==> config.mk <==
export PLATFORM = sky130hd
export DESIGN_NAME = dns_answer_a_record_extractor_unit
export DESIGN_NICKNAME = d
export VERILOG_FILES = /design/src/hdl/dnsa_pkg.sv /design/src/hdl/dns_answer_a_record_extractor_unit.sv /design/src/hdl/dnsa_cfg_regs.sv /design/src/hdl/dnsa_in_stage.sv /design/src/hdl/dnsa_parser.sv
export SDC_FILE = /design/constraint.sdc
export NUM_CORES = 1
export LEC_CHECK = 0
export ABC_CLOCK_PERIOD_IN_PS = 5840
export BUFFER_PORTS_ARGS = -buffer_cell sky130_fd_sc_hd__buf_2
export CORE_MARGIN = 2
export CORE_UTILIZATION = 50
export DETAILED_ROUTE_END_ITERATION = 10
export PLACE_DENSITY = 0.72
export SLEW_MARGIN = 20
export SYNTH_ARGS = -nofsm -noshare
export SYNTH_HDL_FRONTEND = slang
export SYNTH_HIERARCHICAL = 1
export SYNTH_SLANG_ARGS = --single-unit
==> constraint.sdc <==
create_clock -name clk -period 5.84 [get_ports clk]
set_clock_uncertainty 0.05 [all_clocks]
set_input_delay 0.292 -clock clk [delete_from_list [all_inputs] [get_ports clk]]
set_output_delay 0.292 -clock clk [all_outputs]
set_load 0.02 [all_outputs]
==> src/hdl/dnsa_pkg.sv <==
`default_nettype none
// ----------------------------------------------------------------------------
// dnsa_pkg
// Shared types and constants for the DNS answer A-record extractor.
// ----------------------------------------------------------------------------
package dnsa_pkg;

  localparam int unsigned CfgAddrWidth = 3;

  // Register index taken from the word address bits of paddr.
  localparam logic REG_DEFAULT_TTL = 1'b0;

  localparam logic [31:0] TTL_RESET = 32'd300;
  localparam logic [7:0]  PTR_MARK  = 8'hC0;

  typedef struct packed {
    logic [7:0] data_byte;
    logic       last_byte;
  } item_t;

  typedef struct packed {
    logic        record_valid;
    logic [31:0] ipv4_address;
    logic [31:0] record_ttl;
    logic [15:0] answer_index;
    logic        packet_end;
    logic        end_status;
  } result_t;

  // Held beat handed from the input register to the parser.
  typedef struct packed {
    logic  valid;
    item_t item;
  } held_item_t;

endpackage
`default_nettype wire

==> src/hdl/dns_answer_a_record_extractor_unit.sv <==
`default_nettype none
// ----------------------------------------------------------------------------
// dns_answer_a_record_extractor_unit
// Streams a DNS response byte by byte and reports IPv4 A records.
// ----------------------------------------------------------------------------
// One packet byte is taken every cycle unless stalled, with no gaps between
// packets. A byte passes an input register and then the parser, whose single
// state update per byte loads the result register. Results come only for a
// completed A record or for the packet's last byte (both share one beat).
// Backpressure on the result side holds the result register and then the
// input register. The default TTL register at byte address 0 is written over
// the APB-style port; the user must do so only while no packet is in flight,
// unenforced by the block. No memory is used and no start-up pass runs.
// ----------------------------------------------------------------------------
module dns_answer_a_record_extractor_unit (
  input  wire logic                              clk,
  input  wire logic                              rst,
  input  wire logic                              item_valid,
  output logic                                   item_stall,
  input  wire dnsa_pkg::item_t                   item,
  output logic                                   result_valid,
  input  wire logic                              result_stall,
  output dnsa_pkg::result_t                      result,
  input  wire logic                              psel,
  input  wire logic                              penable,
  input  wire logic                              pwrite,
  input  wire logic [dnsa_pkg::CfgAddrWidth-1:0] paddr,
  input  wire logic [31:0]                       pwdata,
  output logic      [31:0]                       prdata,
  output logic                                   pready
);
  import dnsa_pkg::*;

  logic        take;
  held_item_t  held;
  logic [31:0] default_ttl;

  dnsa_cfg_regs u_cfg (
    .clk         (clk),
    .rst         (rst),
    .psel        (psel),
    .penable     (penable),
    .pwrite      (pwrite),
    .paddr       (paddr),
    .pwdata      (pwdata),
    .prdata      (prdata),
    .pready      (pready),
    .default_ttl (default_ttl)
  );

  dnsa_in_stage u_in (
    .clk        (clk),
    .rst        (rst),
    .item_valid (item_valid),
    .item_stall (item_stall),
    .item       (item),
    .take       (take),
    .held       (held)
  );

  dnsa_parser u_parser (
    .clk          (clk),
    .rst          (rst),
    .held         (held),
    .take         (take),
    .default_ttl  (default_ttl),
    .result_valid (result_valid),
    .result_stall (result_stall),
    .result       (result)
  );

endmodule
`default_nettype wire

==> src/hdl/dnsa_cfg_regs.sv <==
`default_nettype none
// ----------------------------------------------------------------------------
// dnsa_cfg_regs
// APB-style register file holding the default TTL.
// ----------------------------------------------------------------------------
module dnsa_cfg_regs (
  input  wire logic                              clk,
  input  wire logic                              rst,
  input  wire logic                              psel,
  input  wire logic                              penable,
  input  wire logic                              pwrite,
  input  wire logic [dnsa_pkg::CfgAddrWidth-1:0] paddr,
  input  wire logic [31:0]                       pwdata,
  output logic      [31:0]                       prdata,
  output logic                                   pready,
  output logic      [31:0]                       default_ttl
);
  import dnsa_pkg::*;

  logic wr_en;

  assign pready = 1'b1;
  assign wr_en  = psel && penable && pwrite && pready;

  always_ff @(posedge clk) begin
    if (rst) begin
      default_ttl <= TTL_RESET;
    end else if (wr_en && (paddr[CfgAddrWidth-1] == REG_DEFAULT_TTL)) begin
      default_ttl <= pwdata;
    end
  end

  always_comb begin
    if (paddr[CfgAddrWidth-1] == REG_DEFAULT_TTL) begin
      prdata = default_ttl;
    end else begin
      prdata = 32'd0;
    end
  end

endmodule
`default_nettype wire

==> src/hdl/dnsa_in_stage.sv <==
`default_nettype none
// ----------------------------------------------------------------------------
// dnsa_in_stage
// Input register: holds one packet byte until the parser takes it.
// ----------------------------------------------------------------------------
module dnsa_in_stage (
  input  wire logic                    clk,
  input  wire logic                    rst,
  input  wire logic                    item_valid,
  output logic                         item_stall,
  input  wire dnsa_pkg::item_t         item,
  input  wire logic                    take,
  output dnsa_pkg::held_item_t         held
);
  import dnsa_pkg::*;

  logic  hold_valid;
  item_t hold_item;

  // Stall only while a held beat cannot move on this cycle.
  assign item_stall = hold_valid && !take;

  always_ff @(posedge clk) begin
    if (rst) begin
      hold_valid <= 1'b0;
    end else if (!item_stall) begin
      hold_valid <= item_valid;
    end
  end

  always_ff @(posedge clk) begin
    if (!item_stall && item_valid) begin
      hold_item <= item;
    end
  end

  assign held.valid = hold_valid;
  assign held.item  = hold_item;

endmodule
`default_nettype wire

==> src/hdl/dnsa_parser.sv <==
`default_nettype none
// ----------------------------------------------------------------------------
// dnsa_parser
// Byte-wise DNS response walker with a registered result stage.
// ----------------------------------------------------------------------------
module dnsa_parser (
  input  wire logic                   clk,
  input  wire logic                   rst,
  input  wire dnsa_pkg::held_item_t   held,
  output logic                        take,
  input  wire logic [31:0]            default_ttl,
  output logic                        result_valid,
  input  wire logic                   result_stall,
  output dnsa_pkg::result_t           result
);
  import dnsa_pkg::*;

  typedef enum logic [3:0] {
    PH_HEADER,
    PH_QNAME,
    PH_QPTR,
    PH_QFIXED,
    PH_ANAME,
    PH_APTR,
    PH_AFIXED,
    PH_ADATA,
    PH_DONE
  } phase_t;

  phase_t      phase, phase_next;
  logic [3:0]  byte_count, byte_count_next;
  logic [7:0]  label_left, label_left_next;
  logic [15:0] questions_left, questions_left_next;
  logic [15:0] answers_left, answers_left_next;
  logic [15:0] answer_number, answer_number_next;
  logic [15:0] record_type, record_type_next;
  logic [15:0] data_left, data_left_next;
  logic [31:0] ttl_accum, ttl_accum_next;
  logic [31:0] addr_accum, addr_accum_next;

  logic [7:0]  b;
  logic        last;
  logic        rec;
  logic        emit;
  logic [3:0]  data_count;
  result_t     result_next;

  assign b    = held.item.data_byte;
  assign last = held.item.last_byte;
  assign take = held.valid && (!result_valid || !result_stall);

  always_comb begin
    phase_next          = phase;
    byte_count_next     = byte_count;
    label_left_next     = label_left;
    questions_left_next = questions_left;
    answers_left_next   = answers_left;
    answer_number_next  = answer_number;
    record_type_next    = record_type;
    data_left_next      = data_left;
    ttl_accum_next      = ttl_accum;
    addr_accum_next     = addr_accum;
    rec                 = 1'b0;
    data_count          = (byte_count < 4'd15) ? byte_count + 4'd1 : byte_count;

    unique case (phase)
      PH_HEADER: begin
        if (byte_count == 4'd4 || byte_count == 4'd5) begin
          questions_left_next = {questions_left[7:0], b};
        end else if (byte_count == 4'd6 || byte_count == 4'd7) begin
          answers_left_next = {answers_left[7:0], b};
        end
        if (byte_count >= 4'd11) begin
          byte_count_next = 4'd0;
          label_left_next = 8'd0;
          if (questions_left_next != 16'd0) begin
            phase_next = PH_QNAME;
          end else if (answers_left_next != 16'd0) begin
            phase_next = PH_ANAME;
          end else begin
            phase_next = PH_DONE;
          end
        end else begin
          byte_count_next = byte_count + 4'd1;
        end
      end
      PH_QNAME, PH_ANAME: begin
        if (label_left != 8'd0) begin
          label_left_next = label_left - 8'd1;
        end else if (b == 8'd0) begin
          phase_next      = (phase == PH_QNAME) ? PH_QFIXED : PH_AFIXED;
          byte_count_next = 4'd0;
        end else if ((b & PTR_MARK) == PTR_MARK) begin
          phase_next = (phase == PH_QNAME) ? PH_QPTR : PH_APTR;
        end else begin
          label_left_next = b;
        end
      end
      PH_QPTR: begin
        phase_next      = PH_QFIXED;
        byte_count_next = 4'd0;
      end
      PH_APTR: begin
        phase_next      = PH_AFIXED;
        byte_count_next = 4'd0;
      end
      PH_QFIXED: begin
        if (byte_count >= 4'd3) begin
          byte_count_next     = 4'd0;
          questions_left_next = questions_left - 16'd1;
          label_left_next     = 8'd0;
          if (questions_left_next != 16'd0) begin
            phase_next = PH_QNAME;
          end else if (answers_left != 16'd0) begin
            phase_next = PH_ANAME;
          end else begin
            phase_next = PH_DONE;
          end
        end else begin
          byte_count_next = byte_count + 4'd1;
        end
      end
      PH_AFIXED: begin
        if (byte_count <= 4'd1) begin
          record_type_next = {record_type[7:0], b};
        end else if (byte_count >= 4'd4 && byte_count <= 4'd7) begin
          ttl_accum_next = {ttl_accum[23:0], b};
        end else if (byte_count >= 4'd8) begin
          data_left_next = {data_left[7:0], b};
        end
        if (byte_count >= 4'd9) begin
          byte_count_next = 4'd0;
          if (data_left_next == 16'd0) begin
            // Empty record data: the answer ends here.
            answers_left_next  = answers_left - 16'd1;
            answer_number_next = answer_number + 16'd1;
            label_left_next    = 8'd0;
            phase_next         = (answers_left_next != 16'd0) ? PH_ANAME : PH_DONE;
          end else begin
            phase_next = PH_ADATA;
          end
        end else begin
          byte_count_next = byte_count + 4'd1;
        end
      end
      PH_ADATA: begin
        addr_accum_next = {addr_accum[23:0], b};
        byte_count_next = data_count;
        data_left_next  = data_left - 16'd1;
        if (data_left_next == 16'd0) begin
          rec                = (record_type == 16'd1) && (data_count == 4'd4);
          record_type_next   = 16'd0;
          ttl_accum_next     = 32'd0;
          addr_accum_next    = 32'd0;
          byte_count_next    = 4'd0;
          answers_left_next  = answers_left - 16'd1;
          answer_number_next = answer_number + 16'd1;
          label_left_next    = 8'd0;
          phase_next         = (answers_left_next != 16'd0) ? PH_ANAME : PH_DONE;
        end
      end
      PH_DONE: begin
      end
      default: begin
      end
    endcase

    emit = rec || last;

    result_next.record_valid = rec;
    result_next.ipv4_address = rec ? {addr_accum[23:0], b} : 32'd0;
    result_next.record_ttl   = !rec ? 32'd0 :
                               (ttl_accum != 32'd0) ? ttl_accum : default_ttl;
    result_next.answer_index = rec ? answer_number : 16'd0;
    result_next.packet_end   = last;
    result_next.end_status   = last && (phase_next != PH_DONE);
  end

  always_ff @(posedge clk) begin
    if (rst) begin
      phase          <= PH_HEADER;
      byte_count     <= 4'd0;
      label_left     <= 8'd0;
      questions_left <= 16'd0;
      answers_left   <= 16'd0;
      answer_number  <= 16'd0;
      record_type    <= 16'd0;
      data_left      <= 16'd0;
      ttl_accum      <= 32'd0;
      addr_accum     <= 32'd0;
      result_valid   <= 1'b0;
      result         <= '0;
    end else begin
      if (take) begin
        if (last) begin
          // Packet over: drop all parse state for the next packet.
          phase          <= PH_HEADER;
          byte_count     <= 4'd0;
          label_left     <= 8'd0;
          questions_left <= 16'd0;
          answers_left   <= 16'd0;
          answer_number  <= 16'd0;
          record_type    <= 16'd0;
          data_left      <= 16'd0;
          ttl_accum      <= 32'd0;
          addr_accum     <= 32'd0;
        end else begin
          phase          <= phase_next;
          byte_count     <= byte_count_next;
          label_left     <= label_left_next;
          questions_left <= questions_left_next;
          answers_left   <= answers_left_next;
          answer_number  <= answer_number_next;
          record_type    <= record_type_next;
          data_left      <= data_left_next;
          ttl_accum      <= ttl_accum_next;
          addr_accum     <= addr_accum_next;
        end
        result_valid <= emit;
        if (emit) begin
          result <= result_next;
        end
      end else if (result_valid && !result_stall) begin
        result_valid <= 1'b0;
      end
    end
  end

endmodule
`default_nettype wire

==> impl_metrics.env, run 1 <==
export IMPL_outcome="completed"
export IMPL_synth_edf_count=9
export IMPL_ys_warn_count=6
export IMPL_first_iter_violations=1593
export IMPL_worstSetupPathType="reg2reg"
export IMPL_firstDrtPassIters=6
export IMPL_fmax_mhz=249.8
export IMPL_rows=60
export IMPL_ir_drop_v=0.0002458
export IMPL_clk_latency_ns=0.57
export IMPL_antenna_found_initial=0
export IMPL_hpwl_um=25500
export IMPL_grt_pass1_vias=11550
export IMPL_synth_top_family_by_area="simple AND/OR/NAND/NOR gates"
export IMPL_place_inst=2038
export IMPL_vias_per_cell=6.106
export IMPL_root_buffer="clkbuf_16"
export IMPL_overflow=0
export IMPL_die_w_um=170.0
export IMPL_syn_inst=1658
export IMPL_startpoint_type="flip-flop"
export IMPL_routedWlPerCell_um=18.45
export IMPL_cp_num_buf_inv=1
export IMPL_drv_slew=0
export IMPL_cts_buffers=30
export IMPL_synth_seq_cells=278
export IMPL_cp_required_ns=6.23
export IMPL_hold_class="in2reg"
export IMPL_yosysSeqAreaShare_pct=41.06
export IMPL_synthFlopType="dfxtp_1"
export IMPL_fin_nets=1834
export IMPL_synth_xor_area_share_pct=1.462
export IMPL_cts_resized_gates=0
export IMPL_rsz0062_at_grt="false"
export IMPL_synthSimpleGateAreaFrac_pct=26.43
export IMPL_critPathMaxFanout=13
export IMPL_htreeDepth=1
export IMPL_grt_pass1_wl_um=61840
export IMPL_power_per_cell_area_nw_per_um2=258.3
export IMPL_async_flop_share_pct=0
export IMPL_maxSlewHeadroom_pct=29.08
export IMPL_antenna_left=0
export IMPL_syn_area_sq_um=13770
export IMPL_start_util_pct=50.97
export IMPL_critPathMaxStageDelay_ns=0.65
export IMPL_die_y_um=170.0
export IMPL_fin_crit_sh_pct=68.54
export IMPL_postCtsSetupBuffers=0
export IMPL_crit_chain="inv_1 > ha_1 > or4b_1 > o22ai_1 > a32o_1 > nand4b_1 > o21ai_1 > a21oi_1 > nor2b_1 > a21boi_0 > o32ai_1"
export IMPL_drive_gt1_share_pct=14.97
export IMPL_leakagePower_nw=6.067
export IMPL_die_area_sq_um=28890
export IMPL_cp_slowest_cell="nor2b_1"
export IMPL_wirelength_um=39320
export IMPL_portBuffers=165
export IMPL_grt_usage_pct=26.02
export IMPL_crit_family="compound AO/OA/AOI/OAI gates"
export IMPL_cts_hold_buffers=41
export IMPL_grt_max_degree=89
export IMPL_finalHoldViolations=0
export IMPL_crit_arrival_ns=4.39
export IMPL_synthMuxAreaShare_pct=2.834
export IMPL_ios=169
export IMPL_drc=0
export IMPL_cts_tree="done"
export IMPL_coreArea_sq_um=27030
export IMPL_clock_sinks=278
export IMPL_tns_ns=0
export IMPL_diodes=0
export IMPL_synth_compound_area_share_pct=21.60
export IMPL_period_minus_slack_ns=4.003
export IMPL_yosys_area_share_adder_pct=1.090
export IMPL_syn_num_nets=1721
export IMPL_instances_no_fill=2131
export IMPL_setup_viol=0
export IMPL_cts_max_path_buffers=3
export IMPL_synth_distinct_cells=84
export IMPL_endpoint_kind="flip-flop"
export IMPL_syn2layout_area_growth_pct=15.91
export IMPL_avgSynthCellArea_sq_um=8.308
export IMPL_tightest_slew_ns=1.064
export IMPL_cap_violations=0
export IMPL_vias=13010
export IMPL_clk_pin_slew_ns=0.06
export IMPL_routabilityCongestion=0.9542
cell usage after synthesis, types with 5 or more instances:
cell type    n  share of area, %
a211oi_1    11              0.60
a21oi_1    110               4.0
a221oi_1    10              0.64
a22o_1      48               3.1
a22oi_1     28               1.5
a31oi_1     17              0.77
a32oi_1      6              0.38
and3_1       8              0.36
buf_2       29               1.1
buf_4        5              0.27
clkbuf_1    99               2.7
dfxtp_1    269                39
edfxtp_1     9               2.0
ha_1        12               1.1
inv_1       24              0.65
mux2i_1     39               2.8
nand2_1    126               3.4
nand2b_1    68               3.1
nand3_1     26              0.94
nand3b_1    63               3.4
nand4_1     20              0.91
nor2_1     165               4.5
nor2b_1     35               1.6
nor3_1      54               2.0
nor3b_1      7              0.38
nor4_1      33               1.5
o2111ai_1    8              0.51
o211ai_1    13              0.71
o21a_1       7              0.38
o21ai_0    109               4.0
o21ai_1     28               1.0
o22ai_1     10              0.45
o31ai_1     13              0.71
or2_0        5              0.23
or2_2       14              0.64
or3_1       20              0.91
xnor2_1      5              0.32
xor2_1      18               1.1
routing by layer:
| layer | share of wire (%) | global-route usage (%) |
|---|---|---|
| met1 | 45 | 36.47 |
| met2 | 44 | 41.51 |
| met3 | 7.6 | 4.419 |
| met4 | 2.5 | 7.023 |
| met5 | 0 | 0 |
worst reg2reg max path, cell delays in order, from the launching register on:
cell and delay, ns:
dfxtp_1 0.59, inv_1 0.09, ha_1 0.32, or4b_1 0.49
o22ai_1 0.17, a32o_1 0.21, nand4b_1 0.18, o21ai_1 0.58
a21oi_1 0.19, nor2b_1 0.65, a21boi_0 0.25, o32ai_1 0.10
path summary, 6_finish.rpt:
check / from / endpoint / slack, ns / depth (start not counted)
min reg2reg: u_parser/result[0] / u_parser/result[0] / 0.40 / 2
max reg2reg: u_parser/data_left[0] / u_parser/label_left[6] / 1.84 / 11
max: u_parser/data_left[0] / u_parser/label_left[6] / 1.84 / 11
min: pwdata[6] / u_cfg/default_ttl[6] / 0.02 / 3
state kept, by name (all words and copies together) (netlist names):
register / count
u_cfg/default_ttl: 32
u_in/held: 9
u_in/hold_valid: 1
u_parser/addr_accum: 24
u_parser/answer_number: 16
u_parser/answers_left: 16
u_parser/byte_count: 4
u_parser/data_left: 16
u_parser/label_left: 8
u_parser/phase: 4
u_parser/questions_left: 16
u_parser/record_type: 16
u_parser/result: 83
u_parser/result_valid: 1
u_parser/ttl_accum: 32
power breakdown:
part           total, mW  switching, mW  internal, mW
clock               1.91          0.787          1.12
sequential          1.96         0.0325          1.92
combinational      0.258          0.166        0.0924
total               4.12          0.986          3.14
area by class of cell:
cell class	count	area [sq um]
inverters	24	90.09
multi-input cells	1214	7406
fillers	2366	11060
repair buffers	223	1383
clock buffers	41	863.3
flip-flops and latches	278	5655
clock inverters	10	141.4
well taps	341	426.7
stage by stage:
stage / utilization, % / cell area (sq um) / hold WS (ns) / power [mW] / worst slack [ns]
4_1_cts: 58.97 / 15940 / 0.02470 / 4.149 / 1.830
5_1_grt: 59.07 / 15970 / 0.01731 / 4.256 / 1.475
3_3_place_gp: 53.73 / 14520 / 0.3835 / 2.223 / 1.985
2_1_floorplan: - / 13770 / 0.3409 / 2.151 / 2.856
6_report: 59.07 / 15970 / 0.02277 / 4.124 / 1.837
3_5_place_dp: 53.73 / 14520 / 0.3867 / 2.228 / 1.844
kinds of logic (layout without fill, tap and decap cells):
family | after synthesis | after routing
other | 1 | 1
xor gates and xnor gates | 23 | 23
buffers and inverters | 166 | 298
DFF | 278 | 278
adders and majority gates | 12 | 12
and+or+nand+nor | 679 | 679
muxes | 39 | 39
AOI/OAI and AO/OA | 460 | 460
cell usage in the layout, fill, tap and decap left out, types with 35 or more instances in the layout:
| cell type | count |
|---|---|
| a21oi_1 | 109 |
| a22o_1 | 48 |
| buf_2 | 164 |
| dfxtp_1 | 269 |
| dlygate4sd3_1 | 41 |
| mux2i_1 | 39 |
| nand2_1 | 126 |
| nand2b_1 | 68 |
| nand3b_1 | 63 |
| nor2_1 | 162 |
| nor2b_1 | 35 |
| nor3_1 | 54 |
| o21ai_0 | 109 |
Power figures use the tool's default switching activity.
==> inputs of run 2 (changes only) <==
ABC_CLOCK_PERIOD_IN_PS = 3600   (was 5840)
PLACE_DENSITY = 0.75   (was 0.72)
clock period = 3.6 ns   (was 5.84 ns; I/O delays follow)
==> impl_metrics.env, run 2 (synthesis gave the netlist of run 1 again) <==
export IMPL_fmax_mhz=296.9
export IMPL_finalPower_mw=6.615
export IMPL_grt_max_degree=112
export IMPL_critPathMaxFanout=10
export IMPL_crit_arrival_ns=3.72
export IMPL_first_iter_violations=1306
export IMPL_outcome="completed"
export IMPL_antenna_found_initial=0
export IMPL_cp_slowest_cell="or4b_1"
export IMPL_startpoint_type="flip-flop"
export IMPL_drc=0
export IMPL_syn2layout_area_growth_pct=18.01
export IMPL_cap_violations=0
export IMPL_max_flop_register="u_parser/result"
export IMPL_postCtsSetupBuffers=0
export IMPL_critPathMaxStageDelay_ns=0.50
export IMPL_final_common_cell="dfxtp_1"
export IMPL_hold_depth=2
export IMPL_cts_buffers=30
export IMPL_vias=13180
export IMPL_cp_required_ns=3.95
export IMPL_tightest_slew_ns=1.106
export IMPL_diodes=0
export IMPL_drv_slew=0
export IMPL_ir_drop_v=0.0003349
export IMPL_grt_pass1_vias=12220
export IMPL_wirelength_um=39640
export IMPL_n_fill_cell=2280
export IMPL_die_area_sq_um=28890
export IMPL_cp_num_buf_inv=2
export IMPL_fin_nets=1875
export IMPL_seq_power_share_pct=47.6
export IMPL_ios=169
export IMPL_coreArea_sq_um=27030
export IMPL_internal_power_mw=5.050
export IMPL_overflow=0
export IMPL_timing_rr_start="u_parser/data_left[1]"
export IMPL_portBuffers=165
export IMPL_rows=60
export IMPL_vias_per_cell=6.066
export IMPL_die_y_um=170.0
export IMPL_hp_start="item[1]"
export IMPL_worstSetupPathType="reg2reg"
export IMPL_cts_tree="done"
export IMPL_grt_usage_pct=26.39
export IMPL_routedWlPerCell_um=18.25
export IMPL_ff2ff_path_depth=11
export IMPL_clock_power_share_pct=45.4
export IMPL_tns_ns=0
export IMPL_antenna_left=0
export IMPL_finalHoldViolations=0
export IMPL_hold_class="in2reg"
export IMPL_clock_sinks=278
export IMPL_comb_power_share_pct=7.0
export IMPL_htreeDepth=1
export IMPL_maxSlewHeadroom_pct=26.27
export IMPL_hold_path_end="u_in/held[1]"
export IMPL_leakagePower_nw=6.249
export IMPL_hpwl_um=26010
export IMPL_rsz0062_at_grt="false"
export IMPL_swShare_pct=23.65
export IMPL_largestRegisters="u_parser/result x83, u_cfg/default_ttl x32, u_parser/ttl_accum x32"
export IMPL_period_minus_slack_ns=3.368
export IMPL_grt_pass1_wl_um=63010
export IMPL_setup_viol=0
export IMPL_whs_ns=0.2951
export IMPL_crit_family="compound AO/OA/AOI/OAI gates"
export IMPL_firstDrtPassIters=8
export IMPL_clk_latency_ns=0.55
export IMPL_mostFrequentLayoutCells="269 x dfxtp_1, 164 x buf_2, 161 x nor2_1"
export IMPL_endpoint_kind="flip-flop"
export IMPL_cts_max_path_buffers=3
export IMPL_clk_pin_slew_ns=0.06
export IMPL_drive_gt1_share_pct=16.82
export IMPL_routabilityCongestion=0.9380
export IMPL_power_per_cell_area_nw_per_um2=406.9
export IMPL_die_w_um=170.0
export IMPL_largest_reg_flops=83
export IMPL_cpMostUsedCell="o31ai_1"
export IMPL_fin_crit_sh_pct=93.55
export IMPL_start_util_pct=50.97
export IMPL_rrSetupSlack_ns=0.23
export IMPL_regToRegEndpoint="u_parser/result[0]"
export IMPL_root_buffer="clkbuf_16"
export IMPL_switchingPower_mw=1.565
export IMPL_crit_chain="inv_1 > ha_1 > or4b_1 > o22ai_1 > a32o_1 > nand4_1 > o31a_1 > o31ai_1 > nor4b_1 > buf_4 > o31ai_1"
==> run 2: repair_timing <==
item,4_1_cts,5_1_grt
endpoints found under the setup margin,0,94
hold endpoints to repair,58,0
gates resized for setup,0,3
hold buffers,44,0
==> run 2: layout make-up <==
cell class | count | area, sq um | area share [%]
clock inverter | 9 | 87.58 | 0.5388
clock buffer | 42 | 877.1 | 5.396
timing repair buffer | 264 | 1714 | 10.54
tap | 341 | 426.7 | 2.625
sequential | 278 | 5655 | 34.79
multi-input combinational | 1214 | 7405 | 45.55
inverter | 24 | 90.09 | 0.5542
==> run 2: metal layers <==
layer	GRT usage [%]	wire, um	vias to the layer above	part of all wire, %
met2	42.38	18130	548	46
met4	8.956	1103	0	2.8
met5	0	0	-	0
met1	36.25	17590	6223	44
li1	-	-	6315	-
met3	4.186	2818	89	7.1
==> run 2: worst max path at each step <==
| stage | from | cells after the start | slack (ns) | end |
|---|---|---|---|---|
| 2_1_floorplan | u_parser/data_left[0] | 13 | 0.62 | u_parser/answer_number[15] |
| 3_3_place_gp | u_parser/data_left[1] | 10 | 0.35 | u_parser/result[6] |
| 3_5_place_dp | u_parser/data_left[1] | 12 | 0.25 | u_parser/ttl_accum[11] |
| 4_1_cts | u_parser/data_left[1] | 12 | 0.22 | u_parser/ttl_accum[19] |
| 5_1_grt | u_parser/data_left[1] | 11 | 0.02 | u_parser/result[39] |
| 6_report | u_parser/data_left[1] | 11 | 0.23 | u_parser/result[0] |
==> run 2: power by group through the flow <==
stage	combinational [mW]	clock (mW)	sequential, mW
after floorplan	0.288	0	3.20
after global placement	0.410	0	3.21
after detailed placement	0.414	0	3.22
after CTS	0.453	3.05	3.15
after global routing	0.501	3.18	3.15
final	0.463	3.00	3.15
==> run 2: per-stage QoR <==
step / setup WS (ns) / utilization (%) / area [sq um] / std cells
2_1_floorplan: 0.6161 / - / 13770 / 1658
3_3_place_gp: 0.3548 / 54.91 / 14840 / 2077
3_5_place_dp: 0.2500 / 54.91 / 14840 / 2077
4_1_cts: 0.2152 / 60.11 / 16240 / 2172
5_1_grt: 0.02223 / 60.15 / 16260 / 2172
6_report: 0.2322 / 60.15 / 16260 / 2172
==> inputs of run 3 (changes only) <==
CORE_MARGIN = 3   (was 2)
SETUP_SLACK_MARGIN = 0.5   (was not set)
==> impl_metrics.env, run 3 (synthesis gave the netlist of run 1 again) <==
export IMPL_regToRegEndpoint="u_parser/result[0]"
export IMPL_fin_crit_sh_pct=83.69
export IMPL_mostFrequentLayoutCells="267 x dfxtp_1, 164 x buf_2, 159 x nor2_1"
export IMPL_vias_per_cell=6.112
export IMPL_rrSetupSlack_ns=0.59
export IMPL_fmax_mhz=331.9
export IMPL_ff_latch_area_sq_um=5660
export IMPL_cts_buffers=29
export IMPL_cts_tree="done"
export IMPL_final_common_cell="dfxtp_1"
export IMPL_die_area_sq_um=29580
export IMPL_antenna_found_initial=0
export IMPL_cp_required_ns=3.95
export IMPL_hold_class="in2reg"
export IMPL_diodes=0
export IMPL_first_iter_violations=1683
export IMPL_period_minus_slack_ns=3.013
export IMPL_timing_rr_start="u_parser/answers_left[0]"
export IMPL_critPathMaxFanout=9
export IMPL_cts_max_path_buffers=3
export IMPL_grt_pass1_vias=12250
export IMPL_root_buffer="clkbuf_16"
export IMPL_drc=0
export IMPL_clock_sinks=278
export IMPL_power_per_cell_area_nw_per_um2=397.9
export IMPL_hpwl_um=25740
export IMPL_die_w_um=172.0
export IMPL_start_util_pct=50.97
export IMPL_clk_latency_ns=0.55
export IMPL_n_fill_cell=2261
export IMPL_die_y_um=172.0
export IMPL_largestRegisters="u_parser/result x83, u_cfg/default_ttl x32, u_parser/ttl_accum x32"
export IMPL_endpoint_kind="flip-flop"
export IMPL_largest_reg_flops=83
export IMPL_multiInputGateArea_sq_um=7577
export IMPL_cap_violations=0
export IMPL_syn2layout_area_growth_pct=19.89
export IMPL_antenna_left=0
export IMPL_routedWlPerCell_um=18.46
export IMPL_hold_path_end="u_parser/result[1]"
export IMPL_grt_pass1_wl_um=63770
export IMPL_leakagePower_nw=6.357
export IMPL_drive_gt1_share_pct=18.60
export IMPL_hold_depth=2
export IMPL_htreeDepth=1
export IMPL_routabilityCongestion=0.9590
export IMPL_tightest_slew_ns=1.047
export IMPL_firstDrtPassIters=8
export IMPL_vias=13360
export IMPL_rows=60
export IMPL_startpoint_type="flip-flop"
export IMPL_ir_drop_v=0.0003443
export IMPL_portBuffers=165
export IMPL_ff2ff_path_depth=11
export IMPL_whs_ns=0.2110
export IMPL_worstSetupPathType="reg2reg"
export IMPL_grt_max_degree=162
export IMPL_wirelength_um=40340
export IMPL_coreArea_sq_um=27030
export IMPL_grt_usage_pct=25.82
export IMPL_crit_arrival_ns=3.36
export IMPL_hp_start="rst"
export IMPL_max_flop_register="u_parser/result"
export IMPL_clk_pin_slew_ns=0.06
export IMPL_overflow=0
export IMPL_tns_ns=0
export IMPL_maxSlewHeadroom_pct=30.23
export IMPL_ios=169
export IMPL_drv_slew=0
export IMPL_fin_nets=1887
export IMPL_outcome="completed"
export IMPL_setup_viol=0
export IMPL_finalHoldViolations=0
export IMPL_rsz0062_at_grt="true"
[run 3: cell count changes in the layout (fill, tap and decap cells not counted), moves of 3 or more]
| cell | previous run | this run |
|---|---|---|
| buf_4 | 52 | 63 |
| ha_1 | 12 | 9 |
| nor3_1 | 54 | 50 |
| nor3_2 | 2 | 5 |
[run 3: layout make-up]
class                      instances  area share (%)
multi-input combinational       1216           45.88
sequential                       278           34.28
clock inverter                     9          0.5379
tap                              341           2.584
inverter                          24          0.5455
timing repair buffer             275           10.99
clock buffer                      42           5.182
[run 3: timing repair]
action,4_1_cts,5_1_grt
resized for setup,12,28
hold endpoints to repair,43,0
setup endpoints to repair,176,163
pin swaps,6,11
hold buffers,43,0
gates cloned,2,0
setup buffers,6,6
[run 3: how the worst max path moves through the flow]
stage / from / to / slack, ns / depth (start not counted)
3_5_place_dp: u_parser/data_left[1] / u_parser/ttl_accum[25] / 0.17 / 12
5_1_grt: u_parser/data_left[0] / u_parser/answer_number[11] / 0.48 / 11
2_1_floorplan: u_parser/data_left[0] / u_parser/answer_number[15] / 0.62 / 13
6_report: u_parser/answers_left[0] / u_parser/result[0] / 0.59 / 11
4_1_cts: u_parser/data_left[0] / u_parser/ttl_accum[31] / 0.50 / 11
3_3_place_gp: u_parser/data_left[1] / u_parser/ttl_accum[28] / 0.27 / 12
[run 3: through the flow]
stage                     area (sq um)  util (%)  power (mW)  setup slack [ns]  instances
after floorplan                  13770         -       3.490            0.6161       1658
after global placement           14850     54.94       3.629            0.2729       2077
after detailed placement         14850     54.94       3.635            0.1667       2077
after CTS                        16340     60.45       6.598            0.5017       2179
after global routing             16510     61.11       6.788            0.4848       2185
final                            16510     61.11       6.570            0.5873       2185
[run 3: critical path, cell delays in order (launching register included)]
cell,delay [ns]
dfxtp_1,0.31
buf_4,0.16
or4_1,0.71
nor3_1,0.26
xor2_1,0.15
nor2_1,0.17
o2111ai_2,0.18
a21oi_1,0.19
a32oi_1,0.14
nor4b_2,0.33
buf_4,0.17
o31ai_1,0.05
[run 3: power by group]
| group | leakage, nW | switching, mW | internal [mW] |
|---|---|---|---|
| logic | 3.65 | 0.298 | 0.180 |
| registers | 2.26 | 0.0338 | 3.12 |
| clock network | 0.455 | 1.22 | 1.72 |
[run 3: per-layer routing]
metal / up-vias / part of all wire (%) / routed length (um) / GRT usage [%]
li1: 6346 / - / - / -
met1: 6323 / 44 / 17880 / 36.21
met2: 598 / 45 / 18320 / 40.82
met3: 88 / 7.6 / 3060 / 3.612
met4: 0 / 2.7 / 1075 / 9.337
met5: - / 0 / 0 / 0
